<file path="src/rtl/assert_macros.svh">
// shared assertion macros for the deframer rtl
`ifndef ASSERT_MACROS_SVH
`define ASSERT_MACROS_SVH

// implication checked on every rising edge, held off during reset
`define ASSERT_IMPL(label, ante, cons, msg) \
  label: assert property (@(posedge clk_i) disable iff (!rst_ni) (ante) |-> (cons)) \
    else $error(msg);

// implication checked in the cycle after the antecedent
`define ASSERT_NEXT(label, ante, cons, msg) \
  label: assert property (@(posedge clk_i) disable iff (!rst_ni) (ante) |=> (cons)) \
    else $error(msg);

// plain invariant
`define ASSERT_ALWAYS(label, expr, msg) \
  label: assert property (@(posedge clk_i) disable iff (!rst_ni) (expr)) \
    else $error(msg);

`endif

</file>
<file path="src/rtl/spd_pkg.sv">
package spd_pkg;

  // parser phase, one-hot
  typedef enum logic [7:0] {
    PH_HUNT    = 8'b0000_0001,
    PH_PRODUCT = 8'b0000_0010,
    PH_ID      = 8'b0000_0100,
    PH_LEN_LO  = 8'b0000_1000,
    PH_LEN_HI  = 8'b0001_0000,
    PH_HEAD    = 8'b0010_0000,
    PH_DATA    = 8'b0100_0000,
    PH_CSUM    = 8'b1000_0000
  } phase_e;

  // byte role codes
  localparam logic [3:0] ROLE_DISCARD = 4'd0;
  localparam logic [3:0] ROLE_START   = 4'd1;
  localparam logic [3:0] ROLE_PRODUCT = 4'd2;
  localparam logic [3:0] ROLE_ID      = 4'd3;
  localparam logic [3:0] ROLE_LEN_LO  = 4'd4;
  localparam logic [3:0] ROLE_LEN_HI  = 4'd5;
  localparam logic [3:0] ROLE_HEAD    = 4'd6;
  localparam logic [3:0] ROLE_DATA    = 4'd7;
  localparam logic [3:0] ROLE_CSUM    = 4'd8;

  // status codes
  localparam logic [1:0] ST_NONE     = 2'd0;
  localparam logic [1:0] ST_START    = 2'd1;
  localparam logic [1:0] ST_COMPLETE = 2'd2;

  // configuration register indexes and reset values
  localparam logic [7:0] CFG_START_BYTE   = 8'd0;
  localparam logic [7:0] CFG_PRODUCT_BYTE = 8'd1;
  localparam logic [7:0] StartByteRst     = 8'd90;
  localparam logic [7:0] ProductByteRst   = 8'd119;

  // one result transaction
  typedef struct packed {
    logic [1:0]  status;
    logic [3:0]  byte_role;
    logic [7:0]  payload_byte;
    logic [15:0] payload_index;
    logic [7:0]  packet_id;
    logic [15:0] payload_length;
  } result_t;

endpackage

</file>
<file path="src/rtl/spd_parser.sv">
`include "assert_macros.svh"

module spd_parser (
  input  logic             clk_i,
  input  logic             rst_ni,
  input  logic             step_i,
  input  logic [7:0]       rx_byte_i,
  input  logic [7:0]       start_byte_i,
  input  logic [7:0]       product_byte_i,
  output spd_pkg::result_t res_o
);

  spd_pkg::phase_e phase_q, phase_d;
  logic [16:0] count_q, count_d;
  logic [15:0] len_q, len_d;
  logic [7:0]  xor_q, xor_d;
  logic [7:0]  id_q, id_d;

  logic        start_hit;
  logic [15:0] len_hi_new;
  logic [17:0] count_inc_wide;
  logic [16:0] count_inc;
  logic        overrun;

  assign start_hit      = (rx_byte_i == start_byte_i);
  assign len_hi_new     = {rx_byte_i, len_q[7:0]};
  assign count_inc_wide = {1'b0, count_q} + 18'd1;
  assign count_inc      = count_inc_wide[16:0];
  assign overrun        = (count_inc_wide > {2'b00, len_q});

  // next state and result for the byte at the head of the pipe
  always_comb begin
    phase_d = phase_q;
    count_d = count_q;
    len_d   = len_q;
    xor_d   = xor_q;
    id_d    = id_q;
    res_o.status        = spd_pkg::ST_NONE;
    res_o.byte_role     = spd_pkg::ROLE_DISCARD;
    res_o.payload_byte  = 8'd0;
    res_o.payload_index = 16'd0;
    unique case (phase_q)
      spd_pkg::PH_PRODUCT: begin
        if (rx_byte_i == product_byte_i) begin
          phase_d         = spd_pkg::PH_ID;
          res_o.byte_role = spd_pkg::ROLE_PRODUCT;
        end else begin
          // resync: look at this byte as a start
          count_d = 17'd0;
          if (start_hit) begin
            phase_d         = spd_pkg::PH_PRODUCT;
            res_o.status    = spd_pkg::ST_START;
            res_o.byte_role = spd_pkg::ROLE_START;
          end else begin
            phase_d = spd_pkg::PH_HUNT;
          end
        end
      end
      spd_pkg::PH_ID: begin
        id_d            = rx_byte_i;
        phase_d         = spd_pkg::PH_LEN_LO;
        res_o.byte_role = spd_pkg::ROLE_ID;
      end
      spd_pkg::PH_LEN_LO: begin
        len_d           = {len_q[15:8], rx_byte_i};
        xor_d           = rx_byte_i;
        phase_d         = spd_pkg::PH_LEN_HI;
        res_o.byte_role = spd_pkg::ROLE_LEN_LO;
      end
      spd_pkg::PH_LEN_HI: begin
        len_d           = len_hi_new;
        xor_d           = xor_q ^ rx_byte_i;
        count_d         = 17'd0;
        phase_d         = (len_hi_new == 16'd0) ? spd_pkg::PH_CSUM : spd_pkg::PH_HEAD;
        res_o.byte_role = spd_pkg::ROLE_LEN_HI;
      end
      spd_pkg::PH_HEAD: begin
        xor_d              = xor_q ^ rx_byte_i;
        res_o.byte_role    = spd_pkg::ROLE_HEAD;
        res_o.payload_byte = rx_byte_i;
        if (len_q <= 16'd1) begin
          phase_d = spd_pkg::PH_CSUM;
          count_d = 17'd0;
        end else begin
          phase_d = spd_pkg::PH_DATA;
          count_d = 17'd1;
        end
      end
      spd_pkg::PH_DATA: begin
        if (overrun) begin
          // guard against running past the declared length
          count_d = 17'd0;
          if (start_hit) begin
            phase_d         = spd_pkg::PH_PRODUCT;
            res_o.status    = spd_pkg::ST_START;
            res_o.byte_role = spd_pkg::ROLE_START;
          end else begin
            phase_d = spd_pkg::PH_HUNT;
          end
        end else begin
          xor_d               = xor_q ^ rx_byte_i;
          res_o.byte_role     = spd_pkg::ROLE_DATA;
          res_o.payload_byte  = rx_byte_i;
          res_o.payload_index = count_q[15:0];
          if (count_inc == {1'b0, len_q}) begin
            phase_d = spd_pkg::PH_CSUM;
            count_d = 17'd0;
          end else begin
            count_d = count_inc;
          end
        end
      end
      spd_pkg::PH_CSUM: begin
        res_o.byte_role = spd_pkg::ROLE_CSUM;
        if (xor_q == rx_byte_i) begin
          res_o.status = spd_pkg::ST_COMPLETE;
        end
        phase_d = spd_pkg::PH_HUNT;
        count_d = 17'd0;
      end
      spd_pkg::PH_HUNT: begin
        count_d = 17'd0;
        if (start_hit) begin
          phase_d         = spd_pkg::PH_PRODUCT;
          res_o.status    = spd_pkg::ST_START;
          res_o.byte_role = spd_pkg::ROLE_START;
        end else begin
          phase_d = spd_pkg::PH_HUNT;
        end
      end
      default: begin
        phase_d = spd_pkg::PH_HUNT;
        count_d = 17'd0;
      end
    endcase
    res_o.packet_id      = id_d;
    res_o.payload_length = len_d;
  end

  // parser state, updated once per transaction
  always_ff @(posedge clk_i or negedge rst_ni) begin
    if (!rst_ni) begin
      phase_q <= spd_pkg::PH_HUNT;
      count_q <= 17'd0;
      len_q   <= 16'd0;
      xor_q   <= 8'd0;
      id_q    <= 8'd0;
    end else if (step_i) begin
      phase_q <= phase_d;
      count_q <= count_d;
      len_q   <= len_d;
      xor_q   <= xor_d;
      id_q    <= id_d;
    end
  end

  `ASSERT_NEXT(a_csum_then_hunt, step_i && (phase_q == spd_pkg::PH_CSUM), phase_q == spd_pkg::PH_HUNT, "checksum byte not followed by hunting")
  `ASSERT_ALWAYS(a_count_in_range, count_q <= {1'b0, len_q}, "payload count beyond declared length")
  `ASSERT_IMPL(a_complete_is_csum, res_o.status == spd_pkg::ST_COMPLETE, (res_o.byte_role == spd_pkg::ROLE_CSUM) && (phase_q == spd_pkg::PH_CSUM), "completion outside checksum byte")

endmodule

</file>
<file path="src/rtl/sensor_packet_deframer_top.sv">
// Byte stream deframer: one received byte per input transaction, one result
// transaction per byte giving its role, payload byte and index, packet id and
// declared length. A byte is accepted every cycle while the result side keeps
// up; each byte passes an input register, then single-pass parser logic into the
// result register. The parser state update loops through the parser's own
// registers. Configuration writes are always ready and take effect on the next
// byte; write them only while idle.
`include "assert_macros.svh"

module sensor_packet_deframer_top (
  input  logic        clk_i,
  input  logic        rst_ni,
  // configuration writes
  input  logic        cfg_valid_i,
  output logic        cfg_ready_o,
  input  logic [7:0]  cfg_index_i,
  input  logic [7:0]  cfg_data_i,
  // byte input
  input  logic        in_valid_i,
  output logic        in_ready_o,
  input  logic [7:0]  rx_byte_i,
  // result output
  output logic        out_valid_o,
  input  logic        out_ready_i,
  output logic [1:0]  status_o,
  output logic [3:0]  byte_role_o,
  output logic [7:0]  payload_byte_o,
  output logic [15:0] payload_index_o,
  output logic [7:0]  packet_id_o,
  output logic [15:0] payload_length_o
);

  logic [7:0]       start_byte_q;
  logic [7:0]       product_byte_q;
  logic             in_valid_q;
  logic [7:0]       in_byte_q;
  logic             out_valid_q;
  spd_pkg::result_t out_res_q;
  spd_pkg::result_t res;
  logic             advance;

  // configuration registers
  assign cfg_ready_o = 1'b1;

  always_ff @(posedge clk_i or negedge rst_ni) begin
    if (!rst_ni) begin
      start_byte_q   <= spd_pkg::StartByteRst;
      product_byte_q <= spd_pkg::ProductByteRst;
    end else if (cfg_valid_i) begin
      if (cfg_index_i == spd_pkg::CFG_START_BYTE) begin
        start_byte_q <= cfg_data_i;
      end
      if (cfg_index_i == spd_pkg::CFG_PRODUCT_BYTE) begin
        product_byte_q <= cfg_data_i;
      end
    end
  end

  // pipe handshake: parser step moves a byte into the result register
  assign advance    = in_valid_q && (!out_valid_q || out_ready_i);
  assign in_ready_o = !in_valid_q || advance;

  // input register
  always_ff @(posedge clk_i or negedge rst_ni) begin
    if (!rst_ni) begin
      in_valid_q <= 1'b0;
    end else if (in_ready_o) begin
      in_valid_q <= in_valid_i;
    end
  end

  always_ff @(posedge clk_i) begin
    if (in_valid_i && in_ready_o) begin
      in_byte_q <= rx_byte_i;
    end
  end

  spd_parser u_parser (
    .clk_i          (clk_i),
    .rst_ni         (rst_ni),
    .step_i         (advance),
    .rx_byte_i      (in_byte_q),
    .start_byte_i   (start_byte_q),
    .product_byte_i (product_byte_q),
    .res_o          (res)
  );

  // result register
  always_ff @(posedge clk_i or negedge rst_ni) begin
    if (!rst_ni) begin
      out_valid_q <= 1'b0;
    end else if (advance) begin
      out_valid_q <= 1'b1;
    end else if (out_ready_i) begin
      out_valid_q <= 1'b0;
    end
  end

  always_ff @(posedge clk_i) begin
    if (advance) begin
      out_res_q <= res;
    end
  end

  assign out_valid_o      = out_valid_q;
  assign status_o         = out_res_q.status;
  assign byte_role_o      = out_res_q.byte_role;
  assign payload_byte_o   = out_res_q.payload_byte;
  assign payload_index_o  = out_res_q.payload_index;
  assign packet_id_o      = out_res_q.packet_id;
  assign payload_length_o = out_res_q.payload_length;

  `ASSERT_NEXT(a_held_byte_kept, in_valid_q && !advance, in_valid_q && $stable(in_byte_q), "stalled byte lost from input register")
  `ASSERT_NEXT(a_step_gives_result, advance, out_valid_q, "parser step without result")

endmodule

</file>
<file path="config.mk">
export PLATFORM = sky130hd
export DESIGN_NAME = sensor_packet_deframer_top
export DESIGN_NICKNAME = d
export VERILOG_FILES = /design/src/rtl/spd_pkg.sv /design/src/rtl/spd_parser.sv /design/src/rtl/sensor_packet_deframer_top.sv
export VERILOG_INCLUDE_DIRS = /design/src /design/src/rtl
export SDC_FILE = /design/constraint.sdc
export NUM_CORES = 1
export LEC_CHECK = 0
export BUFFER_PORTS_ARGS = -buffer_cell sky130_fd_sc_hd__buf_2
export CORE_MARGIN = 2
export CORE_UTILIZATION = 30
export CTS_CLUSTER_SIZE = 16
export DETAILED_ROUTE_END_ITERATION = 8
export GPL_TIMING_DRIVEN = 0
export SYNTH_ARGS = -nofsm -noshare
export SYNTH_HDL_FRONTEND = slang
export SYNTH_SLANG_ARGS = --single-unit
</file>
<file path="constraint.sdc">
create_clock -name clk_i -period 7.42 [get_ports clk_i]
set_input_delay 0.371 -clock clk_i [delete_from_list [all_inputs] [get_ports clk_i]]
set_output_delay 0.371 -clock clk_i [all_outputs]
set_load 0.005 [all_outputs]
</file>
# [After elaboration in Yosys (flattened, before gate mapping)]
# Cells that the tools add are included.
[word_totals] out_inout_bits=57 rom_bits=0 memories=0 input_bits=29 ramBits=0 latch_bits=0 elab_cells=84 reg_bits=137
[op_classes] mux=28 n_mul=0 n_bitwise=3 n_reduce_logical=18 n_eq_ne=16 div=0 magnitude_cmp=2 shift=0 n_addsub=1
[op_table] op="case mux 17 bit (4 select lines)" n=1
[op_table] op="case mux 8 bit (7 select lines)" n=1
[op_table] op="two-way mux 17 bit" n=3
[op_table] op="two-way mux 8 bit" n=6
[op_table] op="case mux 16 bit (2 select lines)" n=1
[op_table] op="case mux 4 bit (8 select lines)" n=1
[op_table] op="equality test 8 bit" n=3
[op_table] op="two-way mux 24 bit" n=1
[op_table] op="case mux 8 bit (3 select lines)" n=1
[op_table] op="adder 17 x 1 -> 18 bit (second input constant)" n=1
[op_table] op="> comparator 18 x 16 -> 1 bit" n=1
[op_table] op="equality test 17 x 16 -> 1 bit" n=1
[op_table] op="equality test 8 x 1 -> 1 bit (second input constant)" n=2
[op_table] op="<= comparator 16 x 1 -> 1 bit (second input constant)" n=1
[op_table] op="zero test 16 bit" n=1
[op_table] op="case mux 8 bit (2 select lines)" n=1
[op_table] op="equality test 8 x 2 -> 1 bit (second input constant)" n=1
[op_table] op="equality test 8 x 3 -> 1 bit (second input constant)" n=1
[op_table] op="equality test 8 x 4 -> 1 bit (second input constant)" n=1
[op_table] op="equality test 8 x 5 -> 1 bit (second input constant)" n=1
[op_table] op="equality test 8 x 6 -> 1 bit (second input constant)" n=1
[op_table] op="equality test 8 x 7 -> 1 bit (second input constant)" n=1
[op_table] op="equality test 8 bit (second input constant)" n=1
[op_table] op="zero test 8 bit" n=1
[op_table] op="other kinds (18)" n=34

# [Logic depth before layout (Yosys ltp)]
# Gate-level depths: netlist (run 1).
[depth] ltp_word=5 depth_mapped=17 ltp_nobuf=15

# [Hierarchy]
# A second synthesis (run 1) with hierarchy kept.
[hier_totals] cells_unflattened=620 area_unflattened_um2=7031.7
[modules_own_cells] mod="spd_parser" seq_area_each_um2=1427.6 area_each_um2=4371.7 n_inst=1 cells_each=511
[modules_own_cells] mod="sensor_packet_deframer_top" seq_area_each_um2=2324.7 area_each_um2=2660.1 n_inst=1 cells_each=109

# [Worst setup path after synthesis (run 1)]
# Ideal clock, no wire load.
[synth_path] path_type="register to register" startpoint="register u_parser.count_q[2]" endpoint="register u_parser.phase_q[5]" period_less_slack_ps=3388 t_required_ps=7295 setup_slack_ps=4032 setup_time_ps=125 t_arrival_ps=3263 stages_incl_launch_ff=18 path_cell_list="dfrtp_1 and3_2 and4_1 and4_1 buf_2 nand3_1 nor2_1 xnor2_1 inv_1 ha_1 nand2_1 nor3_1 a21oi_1 nand3_1 or2_0 buf_2 nand2_2 mux2_2"
[synth_between] elab_chain_cells=4
[synth_lines] element="start: declaration" line="spd_parser.sv:14" rtl="logic [16:0] count_q, count_d;"
[synth_lines] element="start signal: assignment" line="spd_parser.sv:150" rtl="count_q <= count_d;"
[synth_lines] element="adder 17 x 1 -> 18 bit (*)" line="spd_parser.sv:27" rtl="assign count_inc_wide = {1'b0, count_q} + 18'd1;"
[synth_lines] element="> comparator 18 x 16 -> 1 bit or equality test 17 x 16 -> 1 bit (tied branches)" line="spd_parser.sv:29, spd_parser.sv:105"
[synth_lines] element="two-way mux 8 bit or != test 3 x 1 -> 1 bit (tied branches)"
[synth_lines] element="case mux 8 bit (7 select lines) or AND reduction 2 bit (tied branches)"
[synth_lines] element="end signal: assignment" line="spd_parser.sv:143" rtl="phase_q <= spd_pkg::PH_HUNT;"
[synth_lines] element="end signal: assignment" line="spd_parser.sv:149" rtl="phase_q <= phase_d;"
[synth_lines] element="end: declaration" line="spd_parser.sv:13" rtl="spd_pkg::phase_e phase_q, phase_d;"
# Every way passes the cells marked *; elsewhere a longest branch is shown, timed or not.
# A chain may end at the register's enable or synchronous reset.

# [Worst setup path after layout (run 1)]
[layout_path] startpoint="register u_parser.count_q[2]" endpoint="register out_res_q, in the netlist payload_index_o[5] (data pin)"
[layout_between] elab_chain_cells=3
[layout_lines] element="adder 17 x 1 -> 18 bit" line="spd_parser.sv:27"
[layout_lines] element="> comparator 18 x 16 -> 1 bit" line="spd_parser.sv:29" rtl="assign overrun = (count_inc_wide > {2'b00, len_q});"
[layout_lines] element="OR reduction 2 bit (no line)"
[layout_lines] element="end signal: assignment" line="sensor_packet_deframer_top.sv:101" rtl="out_res_q <= res;"
[layout_lines] element="end: declaration" line="sensor_packet_deframer_top.sv:38" rtl="spd_pkg::result_t out_res_q;"
# No other way between the ends.

==> results of run 1 <==
## metrics by stage
step                      util (%)  hold slack, ns
final                         37.4           0.124
after global routing          37.4           0.104
after CTS                     37.4           0.105
after detailed placement      34.2           0.374
after global placement        34.1           0.477
after floorplan                  -          0.0754
## logic make-up (layout without fill, tap and decap cells)
group	count (synthesis)	after routing	share of synthesized area, %
and+or+nand+nor	200	200	16.3
DFF	137	137	56.1
AOI/OAI and AO/OA	74	74	7.29
muxes	54	54	9.03
buffers and inverters	52	170	3.10
xor gates and xnor gates	38	38	4.97
adders and majority gates	17	17	3.18
other	1	1	0.0560
## routing by layer
metal  global-route usage (%)  part of all wire [%]
met3                     3.32                   4.7
met2                     22.6                    47
met4                     5.24                   1.1
met5                        0                     0
met1                     19.3                    47
## worst max-delay path, cell delays in order, from the launching register on
cell and delay, ns:
dfrtp_1 0.46, and3_2 0.28, and4_1 0.28, and4_1 0.19, buf_2 0.16, nand3_1 0.19
nor2_1 0.18, xnor2_1 0.17, inv_1 0.07, ha_1 0.29, nand2_1 0.08, nor3_1 0.07
a21oi_1 0.13, nand3_1 0.24, a211oi_2 0.66, clkbuf_1 0.36, and2_1 0.19
## report_power, final
part | internal [mW] | leakage [nW] | switching [mW] | total, mW
clock | 0.671 | 0.329 | 0.325 | 0.996
combinational | 0.128 | 1.59 | 0.177 | 0.305
sequential | 0.889 | 1.59 | 0.0467 | 0.936
## path summary, 6_finish.rpt
path / end / slack, ns / cells after the start
min in group asynchronous: in_valid_q / 0.47 / 2
hold reg to reg: out_valid_o / 0.49 / 1
setup reg to reg: payload_index_o[5] / 3.28 / 16
setup / recovery: payload_index_o[5] / 3.28 / 16
max in group asynchronous: start_byte_q[6] / 6.33 / 3
hold / removal: in_byte_q[7] / 0.12 / 1
## registers in the layout (all words and copies together) (netlist names), 4 cells and up
| register | count |
|---|---|
| start_byte_q | 8 |
| u_parser.len_q | 16 |
| payload_length_o | 16 |
| u_parser.phase_q | 8 |
| product_byte_q | 8 |
| packet_id_o | 8 |
| in_byte_q | 8 |
| byte_role_o | 4 |
| u_parser.xor_q | 8 |
| u_parser.count_q | 17 |
| payload_byte_o | 8 |
| u_parser.id_q | 8 |
| payload_index_o | 16 |
## timing repair
item,in CTS,in global routing
endpoints found under the hold margin,27,0
setup buffers,0,0
gates resized for setup,0,0
hold buffers,1,0
setup endpoints to repair,0,0
## cell type report
type / instances / share of cell area, %
Inverter: 24 / 1.10
Tap cell: 280 / 4.28
Clock inverter: 13 / 3.01
Buffer: 28 / 1.48
Timing Repair Buffer: 86 / 5.53
Clock buffer: 19 / 5.41
Sequential cell: 137 / 45.8
Multi-Input combinational cell: 384 / 33.4
## cell usage in the layout, fill, tap and decap left out, types with 5 or more instances in the layout
cell type / count
nand2_1: 54
edfxtp_1: 62
nor2b_1: 14
nor2_1: 23
nand3_1: 14
inv_1: 24
bufinv_16: 7
mux2_2: 51
dfrtp_1: 64
buf_2: 90
o221ai_1: 8
a21oi_1: 9
clkbuf_16: 17
and2_1: 20
and4_1: 8
a22o_1: 6
xor2_1: 11
nand2b_1: 14
ha_1: 17
clkbuf_1: 17
and3_1: 5
nand4_1: 13
xnor2_1: 27
nand3b_1: 9
dfstp_2: 11
o21ai_0: 27
nor4_1: 9
==> results.sh, run 1 <==
export IMPL_critical_path_class="flop to flop"
export IMPL_drv_slew=0
export IMPL_yosys_warnings=0
export IMPL_multi_input_area_um2=2730
export IMPL_fin_area_um2=8190
export IMPL_coreArea_um2=21900
export IMPL_maxCapViolCount=0
export IMPL_period_needed_ns=4.14
export IMPL_tightestPinTransition_ns=0.882
export IMPL_ys_seq_elements=137
export IMPL_power_density_nw_per_um2=273
export IMPL_synth_top_area_cell="edfxtp_1"
export IMPL_syn_to_final_growth_pct=22.4
export IMPL_rsz0062_at_grt="no"
export IMPL_drc_errors=0
export IMPL_period_share_pct=55.8
export IMPL_peakVddDrop_uv=127
export IMPL_wirelength_mm=16.0
export IMPL_grt_pass1_wl_mm=26.2
export IMPL_track_usage_pct=14.3
export IMPL_io_buffers=84
export IMPL_yosys_area_top_type_share_pct=27.8
export IMPL_ant_nets=0
export IMPL_clock_fmax_mhz=241
export IMPL_drive_gt1_share_pct=27.9
export IMPL_grt_max_degree=64
export IMPL_startpoint_type="flop"
export IMPL_synthFlopType="dfrtp_1"
export IMPL_io_pins=86
export IMPL_post_drt_wl_per_cell_um=16.5
export IMPL_yosysSeqAreaShare_pct=56.1
export IMPL_syn_inst=573
export IMPL_syn_nets=619
export IMPL_start_util_pct=30.6
export IMPL_placed_area_um2=7490
export IMPL_ff_latch_area_um2=3750
export IMPL_root_buffer="clkbuf_16"
export IMPL_cts_buffers=17
export IMPL_clk_latency_ns=0.42
export IMPL_vias_per_cell=4.78
export IMPL_fp_row_count=54
export IMPL_synth_area_um2=6690
export IMPL_synth_area_leaders="edfxtp_1 28%, dfrtp_1 24%, mux2_2 8.6%"
export IMPL_place_ws_ns=3.29
export IMPL_n_antenna_cell=0
export IMPL_drt_iter0_drc=305
export IMPL_synth_most_common_cell="dfrtp_1"
export IMPL_fin_ws_ns=3.28
export IMPL_antenna_found_initial=0
export IMPL_cts_num_sinks=137
export IMPL_die_w_um=153
export IMPL_startpoint="u_parser.count_q[2]"
export IMPL_power_mw=2.24
export IMPL_dpl_cell_count=938
export IMPL_clk_pin_slew_ns=0.06
export IMPL_relSlewSlack_pct=41.2
export IMPL_via_count=4638
export IMPL_firstDrtPassIters=5
export IMPL_fin_tns_setup_ns=0
export IMPL_cp_required_ns=7.70
export IMPL_crit_arrival_ns=4.43
export IMPL_cp_max_fo=10
export IMPL_cts_tree="done"
export IMPL_async_reset_ff_share_pct=54.7
export IMPL_synth_cell_types=52
export IMPL_fin_skew_ns=0.00942
export IMPL_dpl_hpwl_mm=11.2
export IMPL_end_kind="flop"
export IMPL_p_leak_nw=3.51
export IMPL_gr_total_overflow=0
export IMPL_r2r_start="u_parser.count_q[2]"
export IMPL_gp_congestion=0.830
export IMPL_cts_buffer_depth=2
export IMPL_hp_class="input pin to flop"
export IMPL_nets=724
export IMPL_grt_pass1_vias=4794
export IMPL_synth_area_per_cell_um2=11.7
export IMPL_worstHoldStart="rx_byte_i[7]"
export IMPL_htreeDepth=4
export IMPL_finalNonFillerCells=971
export IMPL_hold_viol=0
export IMPL_synth_edf_count=62
export IMPL_finalSetupViolCount=0
export IMPL_die_h_um=153
export IMPL_die_area_um2=23500
export IMPL_yosys_top_cells_count="64 x dfrtp_1, 62 x edfxtp_1, 54 x nand2_1"
export IMPL_outcome="completed"
export IMPL_fillers=2149
(Power assumes the default switching activity.)
==> run 2: changes to the inputs <==
clock period = 4.3 ns   (was 7.42 ns; I/O delays follow)
==> results.sh, run 2 (same netlist as run 1, synthesis figures left out) <==
export IMPL_outcome="completed"
export IMPL_fillers=2140
export IMPL_tightestPinTransition_ns=0.887
export IMPL_fin_tns_setup_ns=0
export IMPL_clock_fmax_mhz=254
export IMPL_nets=737
export IMPL_crit_arrival_ns=4.24
export IMPL_die_h_um=153
export IMPL_cp_required_ns=4.60
export IMPL_end_kind="flop"
export IMPL_io_pins=86
export IMPL_finalSetupViolCount=0
export IMPL_fin_skew_ns=0.0222
export IMPL_relSlewSlack_pct=40.9
export IMPL_final_cell_mix="90 x buf_2, 64 x dfrtp_1, 62 x edfxtp_1"
export IMPL_dpl_hpwl_mm=11.2
export IMPL_crit_chain="and3_2, and4_1, and4_1, buf_2, nand3_1, nor2_1, xnor2_1, inv_1, ha_1, nand2_1, nor3_1, a21oi_1, nand3_2, or2_0, buf_2, nand2_2, mux2_2"
export IMPL_drive_gt1_share_pct=28.1
export IMPL_grt_pass1_wl_mm=26.2
export IMPL_startpoint_type="flop"
export IMPL_vias_per_cell=4.79
export IMPL_clk_latency_ns=0.43
export IMPL_cts_num_sinks=137
export IMPL_start_util_pct=30.6
export IMPL_ant_nets=0
export IMPL_combinationalPowerShare_pct=13.8
export IMPL_track_usage_pct=14.3
export IMPL_largest_reg_flops=17
export IMPL_die_area_um2=23500
export IMPL_cts_buffer_depth=2
export IMPL_cts_tree="done"
export IMPL_pwr_share_seq_pct=41.7
export IMPL_critical_path_class="flop to flop"
export IMPL_gp_congestion=0.830
export IMPL_largest_register="u_parser.count_q"
export IMPL_n_antenna_cell=0
export IMPL_crit_path_top_delay_cell="dfrtp_1"
export IMPL_drv_slew=0
export IMPL_power_density_nw_per_um2=465
export IMPL_p_leak_nw=3.58
export IMPL_p_int_mw=2.92
export IMPL_cp_max_fo=10
export IMPL_via_count=4709
export IMPL_coreArea_um2=21900
export IMPL_critPathTopFamily="simple AND/OR/NAND/NOR gates"
export IMPL_rsz0062_at_grt="no"
export IMPL_pwr_share_clk_pct=44.5
export IMPL_switching_share_pct=24.6
export IMPL_maxCapViolCount=0
export IMPL_fin_area_um2=8330
export IMPL_period_share_pct=91.7
export IMPL_io_buffers=84
export IMPL_placed_area_um2=7490
export IMPL_post_drt_wl_per_cell_um=16.4
export IMPL_slowest_delay_ns=0.46
export IMPL_period_needed_ns=3.94
export IMPL_final_core_util_pct=38.0
export IMPL_power_mw=3.87
export IMPL_fp_row_count=54
export IMPL_grt_max_degree=64
export IMPL_hp_class="input pin to flop"
export IMPL_drt_iter0_drc=293
export IMPL_cts_buffers=17
export IMPL_firstDrtPassIters=4
export IMPL_htreeDepth=4
export IMPL_clk_pin_slew_ns=0.06
export IMPL_syn_to_final_growth_pct=24.4
export IMPL_die_w_um=153
export IMPL_wirelength_mm=16.1
export IMPL_peakVddDrop_uv=223
export IMPL_root_buffer="clkbuf_16"
export IMPL_hold_viol=0
export IMPL_drc_errors=0
export IMPL_critPathBufInv=3
export IMPL_final_common_cell="buf_2"
export IMPL_antenna_found_initial=0
export IMPL_p_sw_mw=0.951
export IMPL_gr_total_overflow=0
export IMPL_grt_pass1_vias=4798
[run 2: metal layers]
metal,part of all wire (%),vias up,GRT usage (%)
li1,-,2290,-
met1,47,2297,19.3
met2,47,106,22.6
met3,4.8,16,3.32
met4,1.3,0,5.24
met5,0,-,0
[run 2: stage by stage]
stage | instances | setup WS, ns | hold slack [ns]
finish | 984 | 0.359 | 0.0410
CTS | 980 | 0.126 | 0.0296
global placement | 937 | 0.127 | 0.394
floorplan | 573 | 0.912 | -0.0806
global route | 984 | 0.0422 | 0.0329
detailed placement | 938 | 0.167 | 0.218
[run 2: worst reg2reg max path, cell delays in order (launching register included)]
cell and delay [ns]:
dfrtp_1 0.46, and3_2 0.28, and4_1 0.28, and4_1 0.19
buf_2 0.16, nand3_1 0.19, nor2_1 0.18, xnor2_1 0.17
inv_1 0.07, ha_1 0.29, nand2_1 0.07, nor3_1 0.27
a21oi_1 0.13, nand3_2 0.17, or2_0 0.13, buf_2 0.26
nand2_2 0.20, mux2_2 0.34
[run 2: final timing paths]
path	from	end	slack, ns	cells after the start
min in group asynchronous	rst_ni	in_valid_q	0.30	2
max in group asynchronous	rst_ni	start_byte_q[6]	3.37	3
hold reg to reg	in_valid_q	out_valid_o	0.49	1
setup reg to reg	u_parser.count_q[2]	u_parser.phase_q[5]	0.36	17
hold / removal	cfg_data_i[1]	start_byte_q[1]	0.04	2
setup / recovery	u_parser.count_q[2]	u_parser.phase_q[5]	0.36	17
[run 2: timing repair]
| action | in CTS | in global routing |
|---|---|---|
| endpoints found under the setup margin | 0 | 20 |
| buffers inserted | 0 | 4 |
| hold endpoints to repair | 36 | 0 |
| gates resized for setup | 0 | 3 |
| hold buffers | 10 | 0 |
[run 2: cell type report]
cell class	instances	area (um^2)	area share (%)
clock buffer	19	443	5.32
clock inverter	13	246	2.96
sequential	137	3750	45.1
multi-input combinational	384	2750	33.0
timing repair buffer	99	573	6.88
inverter	24	90.1	1.08
tap	280	350	4.21
buffer	28	121	1.46
[run 2: power groups by stage]
stage | Clock (mW) | Sequential [mW] | Combinational [mW]
5_1_grt | 1.81 | 1.63 | 0.602
2_1_floorplan | 0 | 1.63 | 0.333
4_1_cts | 1.75 | 1.62 | 0.537
6_report | 1.72 | 1.61 | 0.534
3_5_place_dp | 0 | 1.64 | 0.526
3_3_place_gp | 0 | 1.64 | 0.513
==> run 3: changes to the inputs <==
PLACE_DENSITY = 0.57   (was unset)
==> results.sh, run 3 (same netlist as run 1, synthesis figures left out) <==
export IMPL_crit_arrival_ns=4.32
export IMPL_worst_r2r_cell_count=17
export IMPL_whs_path_depth=2
export IMPL_drive_gt1_share_pct=28.4
export IMPL_cp_required_ns=4.61
export IMPL_die_h_um=153
export IMPL_io_pins=86
export IMPL_critPathBufInv=3
export IMPL_clk_latency_ns=0.43
export IMPL_syn_to_final_growth_pct=23.4
export IMPL_pwr_share_clk_pct=42.0
export IMPL_peakVddDrop_uv=197
export IMPL_nets=734
export IMPL_drt_iter0_drc=153
export IMPL_slowest_delay_ns=0.43
export IMPL_worstHoldStart="cfg_data_i[5]"
export IMPL_fp_row_count=54
export IMPL_htreeDepth=4
export IMPL_post_cts_buffers=0
export IMPL_ant_nets=0
export IMPL_hp_class="input pin to flop"
export IMPL_track_usage_pct=14.2
export IMPL_p_leak_nw=3.54
export IMPL_drc_errors=0
export IMPL_rsz0062_at_grt="no"
export IMPL_die_area_um2=23500
export IMPL_r2r_start="u_parser.count_q[3]"
export IMPL_combinationalPowerShare_pct=14.4
export IMPL_tightestPinTransition_ns=0.854
export IMPL_switching_share_pct=25.9
export IMPL_whs_ns=0.0378
export IMPL_cts_num_sinks=137
export IMPL_fillers=2142
export IMPL_io_buffers=84
export IMPL_gr_total_overflow=0
export IMPL_drv_slew=0
export IMPL_finalSetupViolCount=0
export IMPL_p_int_mw=2.75
export IMPL_ff_latch_area_um2=3750
export IMPL_n_antenna_cell=0
export IMPL_final_core_util_pct=37.7
export IMPL_multi_input_area_um2=2770
export IMPL_final_common_cell="buf_2"
export IMPL_p_sw_mw=0.960
export IMPL_relSlewSlack_pct=43.0
export IMPL_period_share_pct=93.2
export IMPL_final_cell_mix="90 x buf_2, 63 x dfrtp_1, 62 x edfxtp_1"
export IMPL_grt_max_degree=67
export IMPL_grt_pass1_wl_mm=26.0
export IMPL_die_w_um=153
export IMPL_hold_viol=0
export IMPL_maxCapViolCount=0
export IMPL_dpl_hpwl_mm=11.2
export IMPL_coreArea_um2=21900
export IMPL_crit_chain="and3_2, and4_1, and4_1, buf_2, nand3_1, nor2_1, xnor2_1, inv_1, ha_1, nand2_1, nor3_2, a21oi_1, nand3_2, or2_0, buf_2, nand2_2, mux2_2"
export IMPL_largest_reg_flops=17
export IMPL_root_buffer="clkbuf_16"
export IMPL_antenna_found_initial=0
export IMPL_end_kind="flop"
export IMPL_gp_congestion=0.827
export IMPL_firstDrtPassIters=6
export IMPL_cts_buffers=17
export IMPL_grt_pass1_vias=4826
export IMPL_crit_path_top_delay_cell="dfrtp_1"
export IMPL_start_util_pct=30.6
export IMPL_worst_r2r_setup_slack_ns=0.29
export IMPL_cts_tree="done"
export IMPL_hold_path_end="start_byte_q[5]"
export IMPL_post_drt_wl_per_cell_um=16.6
export IMPL_via_count=4734
export IMPL_critical_path_class="flop to flop"
export IMPL_critPathTopFamily="simple AND/OR/NAND/NOR gates"
export IMPL_wirelength_mm=16.3
export IMPL_fin_ws_ns=0.291
export IMPL_fin_skew_ns=0.0183
export IMPL_r2r_end="u_parser.phase_q[5]"
export IMPL_startpoint_type="flop"
export IMPL_clock_fmax_mhz=249
export IMPL_vias_per_cell=4.83
export IMPL_power_density_nw_per_um2=449
export IMPL_period_needed_ns=4.01
export IMPL_cts_buffer_depth=2
export IMPL_cp_max_fo=10
export IMPL_clk_pin_slew_ns=0.06
export IMPL_fin_tns_setup_ns=0
export IMPL_largest_register="u_parser.count_q"
export IMPL_place_ws_ns=0.0746
export IMPL_outcome="completed"
export IMPL_pwr_share_seq_pct=43.5
## run 3: cell types whose count changed in the layout (fill, tap and decap cells not counted), moves of 2 or more
cell       before  now
bufinv_16       7    4
clkinv_4        0    2
clkinv_1        2    0
clkbuf_2        0    2
buf_4           6    2
## run 3: final cells by class
type                    count  area share, %
plain buffers              28           1.50
clock buffers              21           5.45
clock inverters            11           2.06
inverters                  24           1.09
multi-input cells         385           33.5
flip-flops and latches    137           45.5
well taps                 280           4.24
repair buffers             95           6.67
## run 3: how the worst max path moves through the flow
stage | start | to | slack, ns | cells after the start
after floorplan | u_parser.count_q[2] | u_parser.phase_q[5] | 0.91 | 17
after CTS | u_parser.count_q[2] | payload_index_o[5] | 0.03 | 16
after detailed placement | u_parser.count_q[2] | payload_index_o[5] | 0.07 | 16
after global placement | u_parser.count_q[2] | payload_index_o[5] | 0.05 | 16
final | u_parser.count_q[3] | u_parser.phase_q[5] | 0.29 | 17
after global routing | u_parser.count_q[3] | u_parser.phase_q[5] | 0.02 | 17
## run 3: metal layers
| layer | vias to the layer above | share of wire, % | global-route usage (%) | routed length, um |
|---|---|---|---|---|
| met4 | 0 | 1.4 | 5.42 | 222 |
| met2 | 121 | 47 | 22.4 | 7590 |
| met3 | 15 | 4.6 | 2.58 | 754 |
| li1 | 2290 | - | - | - |
| met1 | 2308 | 47 | 19.5 | 7720 |
| met5 | - | 0 | 0 | 0 |
## run 3: power by group through the flow
stage / logic [mW] / registers (mW) / clock network (mW)
after floorplan: 0.333 / 1.63 / 0
after global placement: 0.516 / 1.64 / 0
after detailed placement: 0.527 / 1.64 / 0
after CTS: 0.536 / 1.62 / 1.59
after global routing: 0.602 / 1.63 / 1.64
final: 0.535 / 1.61 / 1.56
## run 3: repair_timing
| action | 4_1_cts | 5_1_grt |
|---|---|---|
| endpoints found under the setup margin | 0 | 34 |
| resized for setup | 0 | 9 |
| endpoints found under the hold margin | 77 | 0 |
| hold buffers | 10 | 0 |
## run 3: metrics by stage
stage / cell area, um^2 / cells / power (mW)
2_1_floorplan: 6690 / 573 / 1.96
3_3_place_gp: 7460 / 937 / 2.16
3_5_place_dp: 7500 / 938 / 2.17
4_1_cts: 8220 / 980 / 3.74
5_1_grt: 8260 / 981 / 3.87
6_report: 8260 / 981 / 3.71
